### config.mk
export PLATFORM = sky130hd
export DESIGN_NAME = xorshift_star_random_unit
export DESIGN_NICKNAME = d
export VERILOG_FILES = /design/src/xsr_pkg.sv /design/src/xsr_front.sv /design/src/xsr_queue.sv /design/src/xsr_back.sv /design/src/xorshift_star_random_unit.sv
export VERILOG_INCLUDE_DIRS = /design/src /design/src/src
export SDC_FILE = /design/constraint.sdc
export NUM_CORES = 2
export LEC_CHECK = 0
export BUFFER_PORTS_ARGS = -buffer_cell sky130_fd_sc_hd__buf_2
export CORE_AREA = 2 2 316 318
export DETAILED_ROUTE_END_ITERATION = 8
export DIE_AREA = 0 0 318 320
export PLACE_DENSITY = 0.67
export SYNTH_ARGS = -nofsm -noshare
export SYNTH_HDL_FRONTEND = slang
export SYNTH_SLANG_ARGS = --single-unit
### constraint.sdc
create_clock -name clk -period 12.65 [get_ports clk]
set_clock_uncertainty 0.1 [all_clocks]
set_input_delay 1.8975 -clock clk [delete_from_list [all_inputs] [get_ports clk]]
set_output_delay 1.8975 -clock clk [all_outputs]
set_load 0.02 [all_outputs]
### src/assert_macros.svh
// assertion helpers used by xsr_back
`ifndef ASSERT_MACROS_SVH
`define ASSERT_MACROS_SVH
// implication checked on every clock edge outside reset
`define ASSERT_IMPL(label, clk, rst_n, ante, cons) \
	label: assert property (@(posedge clk) disable iff (!rst_n) (ante) |-> (cons)) \
	else $error("assertion failed");
// next-cycle implication
`define ASSERT_NEXT(label, clk, rst_n, ante, cons) \
	label: assert property (@(posedge clk) disable iff (!rst_n) (ante) |=> (cons)) \
	else $error("assertion failed");
`endif

### src/xsr_pkg.sv
`default_nettype none
package xsr_pkg;
	localparam logic [63:0] FALLBACK_SEED = 64'hDEADBEEFCAFEBABE;
	localparam logic [63:0] STAR_MULT = 64'h2545F4914F6CDD1D;
	localparam int FRAC_SHIFT = 11;
	localparam int QUEUE_DEPTH_DEF = 2;

	localparam logic OP_FRACTION = 1'b0;
	localparam logic OP_INTEGER = 1'b1;

	typedef struct packed {
		logic op;
		logic signed [31:0] range_min;
		logic signed [31:0] range_max;
	} in_word_t;

	typedef struct packed {
		logic [52:0] fraction;
		logic signed [31:0] int_value;
		logic error;
	} out_word_t;

	// classified request handed from front to back
	typedef struct packed {
		logic op;
		logic error;
		logic signed [31:0] range_min;
		logic [32:0] size;
	} cmd_t;

	typedef enum logic [2:0] {
		ST_IDLE, ST_MUL, ST_DIV, ST_DONE
	} back_state_t;

	function automatic logic [63:0] xs_step(input logic [63:0] s);
		logic [63:0] x;
		x = s ^ (s >> 12);
		x = x ^ (x << 25);
		x = x ^ (x >> 27);
		return x;
	endfunction
endpackage
`default_nettype wire

### src/xsr_front.sv
`default_nettype none
module xsr_front (
	input wire logic clk,
	input wire logic arst_n,
	input wire logic in_valid,
	output logic in_ready,
	input wire xsr_pkg::in_word_t in_word,
	output logic cmd_valid,
	input wire logic cmd_ready,
	output xsr_pkg::cmd_t cmd
);
	import xsr_pkg::*;
	// one-entry stage between input and queue
	logic full_q;
	cmd_t cmd_q;
	logic signed [32:0] diff;

	assign diff = 33'(signed'(in_word.range_max)) - 33'(signed'(in_word.range_min));
	assign in_ready = !full_q || cmd_ready;
	assign cmd_valid = full_q;
	assign cmd = cmd_q;

	always_ff @(posedge clk or negedge arst_n) begin
		if (!arst_n) begin
			full_q <= 1'b0;
		end else if (in_ready) begin
			full_q <= in_valid;
		end
	end

	always_ff @(posedge clk) begin
		if (in_valid && in_ready) begin
			cmd_q.op <= in_word.op;
			cmd_q.range_min <= in_word.range_min;
			cmd_q.error <= (in_word.op == OP_INTEGER) && diff[32];
			cmd_q.size <= 33'(diff) + 33'd1;
		end
	end
endmodule
`default_nettype wire

### src/xsr_queue.sv
`default_nettype none
module xsr_queue #(
	parameter int Depth = xsr_pkg::QUEUE_DEPTH_DEF
) (
	input wire logic clk,
	input wire logic arst_n,
	input wire logic wr_valid,
	output logic wr_ready,
	input wire xsr_pkg::cmd_t wr_data,
	output logic rd_valid,
	input wire logic rd_ready,
	output xsr_pkg::cmd_t rd_data
);
	import xsr_pkg::*;
	localparam int AW = (Depth > 1) ? $clog2(Depth) : 1;
	cmd_t mem_q [Depth];
	logic [AW-1:0] wp_q, rp_q;
	logic [AW:0] cnt_q;
	logic do_wr, do_rd;

	assign wr_ready = cnt_q != (AW+1)'(Depth);
	assign rd_valid = cnt_q != '0;
	assign rd_data = mem_q[rp_q];
	assign do_wr = wr_valid && wr_ready;
	assign do_rd = rd_valid && rd_ready;

	always_ff @(posedge clk or negedge arst_n) begin
		if (!arst_n) begin
			wp_q <= '0;
			rp_q <= '0;
			cnt_q <= '0;
		end else begin
			if (do_wr) wp_q <= (wp_q == AW'(Depth - 1)) ? '0 : wp_q + 1'b1;
			if (do_rd) rp_q <= (rp_q == AW'(Depth - 1)) ? '0 : rp_q + 1'b1;
			cnt_q <= cnt_q + (AW+1)'(do_wr) - (AW+1)'(do_rd);
		end
	end

	always_ff @(posedge clk) begin
		if (do_wr) mem_q[wp_q] <= wr_data;
	end
endmodule
`default_nettype wire

### src/xsr_back.sv
`default_nettype none
`include "assert_macros.svh"
module xsr_back (
	input wire logic clk,
	input wire logic arst_n,
	input wire logic seed_we,
	input wire logic [63:0] seed_data,
	input wire logic cmd_valid,
	output logic cmd_ready,
	input wire xsr_pkg::cmd_t cmd,
	output logic out_valid,
	input wire logic out_ready,
	output xsr_pkg::out_word_t out_word
);
	import xsr_pkg::*;
	back_state_t state_q, state_d;
	logic [63:0] gen_q;
	cmd_t cur_q;
	logic [63:0] draw_q;
	logic [32:0] rem_q;
	logic [5:0] cnt_q;
	logic [2:0] part_q;
	logic [63:0] mcand_q;
	logic [33:0] trial;
	logic [32:0] rem_sh;
	logic [63:0] pp;
	logic [31:0] mop;
	logic [15:0] mpl;
	logic [6:0] mul_sh;
	logic out_full_q;
	out_word_t out_q;
	logic take, mul_last, div_last;

	assign take = cmd_valid && cmd_ready;
	assign out_valid = out_full_q;
	assign out_word = out_q;
	assign mul_last = part_q == 3'd7;
	assign div_last = cnt_q == 6'd63;

	// 64x64 low product in eight 32x16 slices, one per cycle
	// slices shifted past bit 63 drop out of the sum
	assign mop = part_q[2] ? mcand_q[63:32] : mcand_q[31:0];
	assign mpl = STAR_MULT[16*part_q[1:0] +: 16];
	assign mul_sh = (part_q[2] ? 7'd32 : 7'd0) + {1'b0, part_q[1:0], 4'b0000};
	assign pp = 64'(mop) * 64'(mpl);

	// restoring divide, one dividend bit per cycle
	assign rem_sh = {rem_q[31:0], draw_q[63]};
	assign trial = {1'b0, rem_sh} - {1'b0, cur_q.size};

	always_comb begin
		state_d = state_q;
		case (state_q)
			ST_IDLE: if (take) state_d = cmd.error ? ST_DONE : ST_MUL;
			ST_MUL: if (mul_last) state_d = (cur_q.op == OP_INTEGER) ? ST_DIV : ST_DONE;
			ST_DIV: if (div_last) state_d = ST_DONE;
			ST_DONE: if (!out_full_q || out_ready) state_d = ST_IDLE;
			default: state_d = ST_IDLE;
		endcase
	end

	always_comb begin
		cmd_ready = (state_q == ST_IDLE);
	end

	always_ff @(posedge clk or negedge arst_n) begin
		if (!arst_n) begin
			state_q <= ST_IDLE;
			gen_q <= FALLBACK_SEED;
			out_full_q <= 1'b0;
			part_q <= '0;
			cnt_q <= '0;
		end else begin
			state_q <= state_d;
			if (seed_we) gen_q <= (seed_data != '0) ? seed_data : FALLBACK_SEED;
			else if (take && !cmd.error) gen_q <= xs_step(gen_q);
			if (state_q == ST_MUL) part_q <= part_q + 3'd1;
			if (state_q == ST_DIV) cnt_q <= cnt_q + 6'd1;
			if (state_q == ST_DONE && (!out_full_q || out_ready)) out_full_q <= 1'b1;
			else if (out_ready) out_full_q <= 1'b0;
		end
	end

	always_ff @(posedge clk) begin
		if (take) begin
			cur_q <= cmd;
			mcand_q <= xs_step(gen_q);
			draw_q <= '0;
			rem_q <= '0;
		end else if (state_q == ST_MUL) begin
			draw_q <= draw_q + (pp << mul_sh);
			mcand_q <= mcand_q;
		end else if (state_q == ST_DIV) begin
			draw_q <= {draw_q[62:0], 1'b0};
			rem_q <= trial[33] ? rem_sh : trial[32:0];
		end
		if (state_q == ST_DONE && (!out_full_q || out_ready)) begin
			out_q.error <= cur_q.error;
			out_q.fraction <= (cur_q.op == OP_FRACTION) ? draw_q[63:FRAC_SHIFT] : '0;
			out_q.int_value <= (cur_q.op == OP_INTEGER && !cur_q.error)
				? cur_q.range_min + signed'(rem_q[31:0]) : '0;
		end
	end

	`ASSERT_IMPL(a_ready_idle, clk, arst_n, cmd_ready, state_q == ST_IDLE)
	`ASSERT_NEXT(a_err_no_draw, clk, arst_n, take && cmd.error && !seed_we,
		gen_q == $past(gen_q))
	`ASSERT_IMPL(a_div_int, clk, arst_n, state_q == ST_DIV, cur_q.op == OP_INTEGER)
endmodule
`default_nettype wire

### src/xorshift_star_random_unit.sv
// the back end takes one request at a time: a fraction word runs the 32x16 multiplier slice
//   (8 passes), an integer word also runs the one-bit-per-cycle 64-step restoring divider,
//   and a range error skips both
// reset: arst_n clears all control state and loads the generator with the fallback seed
`default_nettype none
module xorshift_star_random_unit #(
	parameter int QueueDepth = xsr_pkg::QUEUE_DEPTH_DEF
) (
	input wire logic clk,
	input wire logic arst_n,
	input wire logic seed_we,
	input wire logic [63:0] seed_data,
	input wire logic in_valid,
	output logic in_ready,
	input wire xsr_pkg::in_word_t in_word,
	output logic out_valid,
	input wire logic out_ready,
	output xsr_pkg::out_word_t out_word
);
	import xsr_pkg::*;
	cmd_t f_cmd, q_cmd;
	logic f_valid, f_ready, q_valid, q_ready;

	xsr_front u_front (.clk, .arst_n, .in_valid, .in_ready, .in_word,
		.cmd_valid(f_valid), .cmd_ready(f_ready), .cmd(f_cmd));

	xsr_queue #(.Depth(QueueDepth)) u_queue (.clk, .arst_n,
		.wr_valid(f_valid), .wr_ready(f_ready), .wr_data(f_cmd),
		.rd_valid(q_valid), .rd_ready(q_ready), .rd_data(q_cmd));

	xsr_back u_back (.clk, .arst_n, .seed_we, .seed_data,
		.cmd_valid(q_valid), .cmd_ready(q_ready), .cmd(q_cmd),
		.out_valid, .out_ready, .out_word);
endmodule
`default_nettype wire

# Word level (Yosys, flattened, before mapping)

Memory sizes are Yosys's and may differ from the RTL's.
Index checks and enable logic that the tools add are counted.

Bits in registers: 462
Memory bits (writable): 134
Input bits: 134
Output and inout bits: 88
Word-level logic and storage cells: 95
Memories: 1

$add $sub $neg: 12
Multiply operators: 1
Eq/ne operators: 10
Shift-type cells: 2
Mux-type cells: 21
Bitwise logic cells: 4
Reduce and logical (&&, ||, !) cells: 21

Memories:

| name          | words | width | rd ports | clocked after memory_dff | write ports | RTL line        | RTL |
|---|---|---|---|---|---|---|---|
| u_queue.mem_q | 2     | 67    | 1        | 0                        | 1           | xsr_queue.sv:16 | `cmd_t mem_q [Depth];` |

Operators with widths:

| cell                                                        | number |
|---|---|
| 2-to-1 mux 64 bit                                           | 5 |
| adder 64 bit                                                | 1 |
| 2-to-1 mux 32 bit                                           | 2 |
| nonzero test 64 bit                                         | 1 |
| variable part select 64 x 7 -> 16 bit, first input constant | 1 |
| << shifter 48 x 7 -> 64 bit                                 | 1 |
| bitwise XOR 64 x 37 -> 64 bit                               | 1 |
| bitwise XOR 64 x 52 -> 64 bit                               | 1 |
| bitwise XOR 64 bit                                          | 1 |
| multiplier 32 x 16 -> 48 bit                                | 1 |
| subtractor 33 x 33 -> 34 bit                                | 1 |
| adder 33 x 1 -> 33 bit, second input constant               | 1 |
| subtractor 32 x 32 -> 33 bit                                | 1 |
| adder 32 bit                                                | 1 |
| 2-to-1 mux 3 bit                                            | 4 |
| case mux 3 bit (4 select lines)                             | 1 |
| inequality test 2 x 1 -> 1 bit, second input constant       | 4 |
| nonzero test 2 bit                                          | 4 |
| adder 7 x 6 -> 7 bit                                        | 1 |
| logical AND 1 bit                                           | 7 |
| 2-to-1 mux 1 bit                                            | 7 |
| adder 6 x 1 -> 6 bit, second input constant                 | 1 |
| equality test 3 x 2 -> 1 bit, second input constant         | 2 |
| equality test 6 bit, second input constant                  | 1 |
| 15 further kinds                                            | 20 |

# Depth between registers and ports, before layout

Depth in word-level cells: 5
Depth in mapped cells: 47
Depth with buffers taken out: 42

# Hierarchy

From an unflattened synthesis, not the netlist that was laid out.

Cells, all modules: 5017
Area, all modules: 49371.1 µm²

By module, submodules not included:

| module    | instances | cells each | area an instance (µm²) | seq. area each (µm²) |
|---|---|---|---|---|
| xsr_back  | 1         | 4327       | 39392.8                | 10397.5 |
| xsr_queue | 1         | 231        | 5144.9                 | 4124.0 |
| xsr_front | 1         | 459        | 4833.4                 | 2037.0 |

# Least setup slack after synthesis

Ideal clock, no wire load.

Path kind: reg2reg
Start: register u_back.part_q[0]
End: register u_back.draw_q[63]
Setup time: 0.120 ns
Arrival: 10.762 ns
Slack: 1.668 ns
Stages on the path, launching flop included: 44
Buffers on the path: 6
Period minus slack after synthesis: 10.982 ns
Cells stage by stage: dfrtp_1 > clkinv_1 > clkbuf_1 > clkbuf_1 > ha_1 > clkbuf_1 > or2_2 > buf_1 > clkbuf_1 > nand2_1 > fa_1 > inv_1 > fa_1 > inv_1 > fa_1 > inv_1 > fa_1 > fa_1 > [... 8 more ...] > o21ai_2 > a21o_1 > a21o_1 > a311oi_2 > xor2_1 > a2bb2oi_1 > o21ai_1 > ha_1 > clkbuf_1 > nand3_1 > or2_2 > or4_4 > a31oi_4 > a21oi_1 > o21ai_1 > xor2_1 > and3_1 > o31a_1

Cells in the longest elaborated chain, start to end: 5

RTL lines:

| element                               | RTL line       | RTL |
|---|---|---|
| start: declaration                    | xsr_back.sv:22 | `logic [2:0] part_q;` |
| start signal: assignment              | xsr_back.sv:77 | `if (state_q == ST_MUL) part_q <= part_q + 3'd1;` |
| variable part select 64 x 7 -> 16 bit | xsr_back.sv:43 | `assign mpl = STAR_MULT[16*part_q[1:0] +: 16];` |
| multiplier 32 x 16 -> 48 bit          | xsr_back.sv:45 | `assign pp = 64'(mop) * 64'(mpl);` |
| << shifter 48 x 7 -> 64 bit (*)       | xsr_back.sv:91 | `draw_q <= draw_q + (pp << mul_sh);` |
| adder 64 bit (*)                      | xsr_back.sv:91 |  |
| 2-to-1 mux 64 bit (*)                 | xsr_back.sv:90 | `end else if (state_q == ST_MUL) begin` |
| end signal: assignment                | xsr_back.sv:91 |  |
| end signal: assignment                | xsr_back.sv:94 | `draw_q <= {draw_q[62:0], 1'b0};` |
| end: declaration                      | xsr_back.sv:19 | `logic [63:0] draw_q;` |

Every way passes the cells marked *; elsewhere a longest branch is shown, timed or not.
A chain may end at the register's enable or synchronous reset.

# Worst setup path in the final report

Start: register u_back.part_q[2]
End: register u_back.draw_q[61]

Cells in the longest elaborated chain, start to end: 5

RTL lines:

| element                                                                     | RTL line |
|---|---|
| 2-to-1 mux 32 bit / 2-to-1 mux 6 bit (equally long branches)                | xsr_back.sv:42, xsr_back.sv:44 |
| multiplier 32 x 16 -> 48 bit / adder 7 x 6 -> 7 bit (equally long branches) | xsr_back.sv:45, xsr_back.sv:44 |
| << shifter 48 x 7 -> 64 bit (*)                                             | xsr_back.sv:91 |
| adder 64 bit (*)                                                            | xsr_back.sv:91 |
| 2-to-1 mux 64 bit (*)                                                       | xsr_back.sv:90 |

Marks and branches as above.

==> summary.txt <==
CTS
  – CTS Hold Bufs: 0
  – TritonCTS Buffers: 66
  – CTS root buf: clkbuf_16
  – Worst-path clk slew: 0.07 ns
  – Post-CTS Resized: 0
  – CTS Sinks: 595
  – Maximum root-to-sink buffer count: 3
  – Clk_lat worst skew: 0.67 ns
  – H-tree Lvls: 3
  – Postcts setup bufs: 0
  – CTS tree: yes

Detailed routing
  – ANT nets after route: 0
  – Vias per inst: 5.57
  – DRC: 0
  – Drt wl/cell: 20.0 um
  – First-pass iteration count of the detailed router: 5
  – Total Wirelength: 129 mm
  – Initial DRC count: 2936
  – Vias: 35864

Critical path
  – CP Capture Type: flip-flop
  – CP max stage cell: mux2i_1
  – R2R cell count: 37
  – Kind of critical path: reg -> reg
  – Most used cell, CP: fa_1
  – Worst EP required: 13.03 ns
  – Critical Path AT: 12.08 ns
  – Slowest stage delay, CP: 0.85 ns
  – Critical path fanouts, max: 15
  – Startpoint type of the worst setup path: flip-flop

STA
  – Crit share post-route: 0.925
  – Setup TNS Final: 0 ns
  – Final setup fails: 0
  – Tmin final: 11.71 ns
  – Worst-Margin Slew: 1.28 ns
  – RSZ-0062 raised after global routing: no
  – Fin. Hold Viols: 0
  – Fmax: 85.4 MHz
  – Fin. max-slew vios: 0
  – Slew margin rel.: 0.125

Final layout
  – Area occupied by multi-input gates: 28900 um^2
  – Fin nets: 5950
  – Reg area: 16600 um^2
  – Post-route cell area: 53400 um^2
  – Layout cells sized above 1: 0.107
  – Fillers: 8722
  – Diode count: 0
  – Non-Filler Instances: 6444
  – Layout area overhead: 9.44%

Yosys
  – Ys Warns: 0
  – Yosys reg bits: 595
  – Number of flops mapped to enable cells by yosys: 418
  – Number of unique standard cell types used by synthesis: 96
  – Ranking of synthesized cells by area: edfxtp_1 26%, fa_1 15%, ha_1 8.7%, inv_1 5.4%, xnor2_1 4.1%
  – Mapped Avg Cell Area: 9.83 um^2
  – Ys async rst share: 0.136
  – Synthesized cell area: 48800 um^2
  – Syn nets: 5810
  – Mapped Cells: 4964
  – Yosys top cell by area: edfxtp_1
  – Sequential-to-total area share from yosys stat: 0.339
  – Post-synth top area share: 0.257
  – Top_reg_cell synth: edfxtp_1

Die
  – Core area: 98000 um^2
  – Ports: 222
  – Die Width: 318 um
  – Die ar.: 102000 um^2
  – Starting Density: 0.498
  – Die H: 320 um
  – Row count: 115

Place
  – Dpl cell area: 51200 um^2
  – Placed insts: 6323
  – Hpwl dp: 101 mm
  – Port bufs: 221
  – RePlAce Congestion: 0.961

Global route
  – Vias in the first global route: 35727
  – Global routing met2 resource utilization: 0.412
  – Largest net degree at the start of global routing: 104
  – Met1 usage: 0.345
  – GRT Util Overall: 0.252
  – Initial antenna violation count: 0
  – Met3 usage: 0.0338
  – First-pass GRT wire length: 203 mm
  – Busiest layer in global routing: met2
  – GRT overflow: 0

Min path
  – WHS Path Cells: 0
  – Hold Path Class: reg -> reg

Status
  – Status: complete, no violations

Flow run
  – # Max-Cap Violations: 0
[flip-flops by register name, indices dropped and copies added, names as in the netlist, 6 cells and up]
register         count
u_back.mcand_q      64
u_back.cur_q        67
u_back.rem_q        32
u_back.cnt_q         6
u_back.draw_q       64
u_front.cmd         67
u_queue.mem_q      134
u_back.out_word     86
u_back.gen_q        64
[placed cells by master, fill, tap and decap left out, types with 48 or more instances in the layout]
cell	n
a21o_1	148
a21oi_1	289
a31oi_1	62
buf_2	220
clkbuf_16	67
dfxtp_1	96
edfxtp_1	418
fa_1	374
ha_1	335
inv_1	707
mux2_2	82
mux2i_1	101
nand2_1	357
nand2b_1	82
nand3_1	49
nand4_1	48
nor2_1	422
nor2b_1	85
o21ai_0	184
xnor2_1	230
xor2_1	138
[cell families (layout without fill, tap and decap cells)]
group	after synthesis	count (layout)	synth area share
and+or+nand+nor	1245	1245	0.119
AOI/OAI and AO/OA	962	962	0.126
buffers and inverters	899	1092	0.0697
adders and majority gates	712	712	0.240
DFF	595	595	0.339
xor gates and xnor gates	368	368	0.0660
muxes	183	183	0.0396
[routing by layer]
layer	part of all wire	routed length, um
met3	0.051	6530
met1	0.45	57200
met5	0	0
met4	0.034	4430
met2	0.47	60400
[worst max-delay path, delay by kind of cell (launching register included)]
kind / cells / cell delay (ns)
muxes: 1 / 0.85
AOI/OAI and AO/OA: 17 / 3.88
adders and majority gates: 8 / 3.70
and+or+nand+nor: 4 / 1.13
DFF: 1 / 0.65
xor gates and xnor gates: 3 / 0.73
buffers and inverters: 4 / 0.45
[through the flow]
step	worst slack (ns)	hold WS [ns]	util
global placement	1.08	0.323	0.522
floorplan	1.67	0.317	-
finish	0.944	0.338	0.545
detailed placement	1.19	0.327	0.522
CTS	1.05	0.327	0.545
global route	0.312	0.351	0.545
[final cells by class]
type,count,share of cell area
clock buffers,78,0.0327
inverters,712,0.0501
multi-input cells,3470,0.541
flip-flops and latches,595,0.310
clock inverters,43,0.00949
repair buffers,259,0.0261
well taps,1287,0.0302
[synthesized netlist by cell type, drive strengths merged (14+ instances only)]
| library cell | n |
|---|---|
| ha | 338 |
| a21o | 148 |
| a31oi | 64 |
| nand2 | 357 |
| o22ai | 17 |
| xnor2 | 230 |
| o21a | 32 |
| edfxtp | 418 |
| buf | 29 |
| nor4 | 25 |
| dfrtp | 35 |
| clkbuf | 158 |
| mux2i | 101 |
| o21bai | 25 |
| o211ai | 20 |
| fa | 374 |
| inv | 709 |
| mux2 | 82 |
| nand3 | 50 |
| o31ai | 14 |
| or2 | 16 |
| o21ai | 193 |
| nor3 | 40 |
| nand2b | 82 |
| a21oi | 292 |
| dfstp | 46 |
| dfxtp | 96 |
| xor2 | 138 |
| nand4 | 48 |
| nor2 | 424 |
| and2 | 42 |
| and3 | 33 |
| a211oi | 48 |
| nor2b | 85 |
[final timing paths]
| check | from | endpoint | slack (ns) |
|---|---|---|---|
| worst max-delay path | u_back.part_q[2]$_DFFE_PN0P_ | u_back.draw_q[61]$_SDFFE_PP0N_ | 0.94 |
| worst min-delay path | u_back.cur_q[65]$_DFFE_PP_ | u_back.out_word[0]$_DFFE_PP_ | 0.34 |
| worst max register to register | u_back.part_q[2]$_DFFE_PN0P_ | u_back.draw_q[61]$_SDFFE_PP0N_ | 0.94 |
| worst min register to register | u_back.cur_q[65]$_DFFE_PP_ | u_back.out_word[0]$_DFFE_PP_ | 0.34 |
| max in group asynchronous | arst_n | u_queue.rp_q$_DFFE_PN0P_ | 10.20 |
| min in group asynchronous | arst_n | u_back.part_q[2]$_DFFE_PN0P_ | 1.06 |
Power is left out: the tool's default activity adds up to more than one toggle a clock period on the data nets, which glitch-free logic cannot reach.
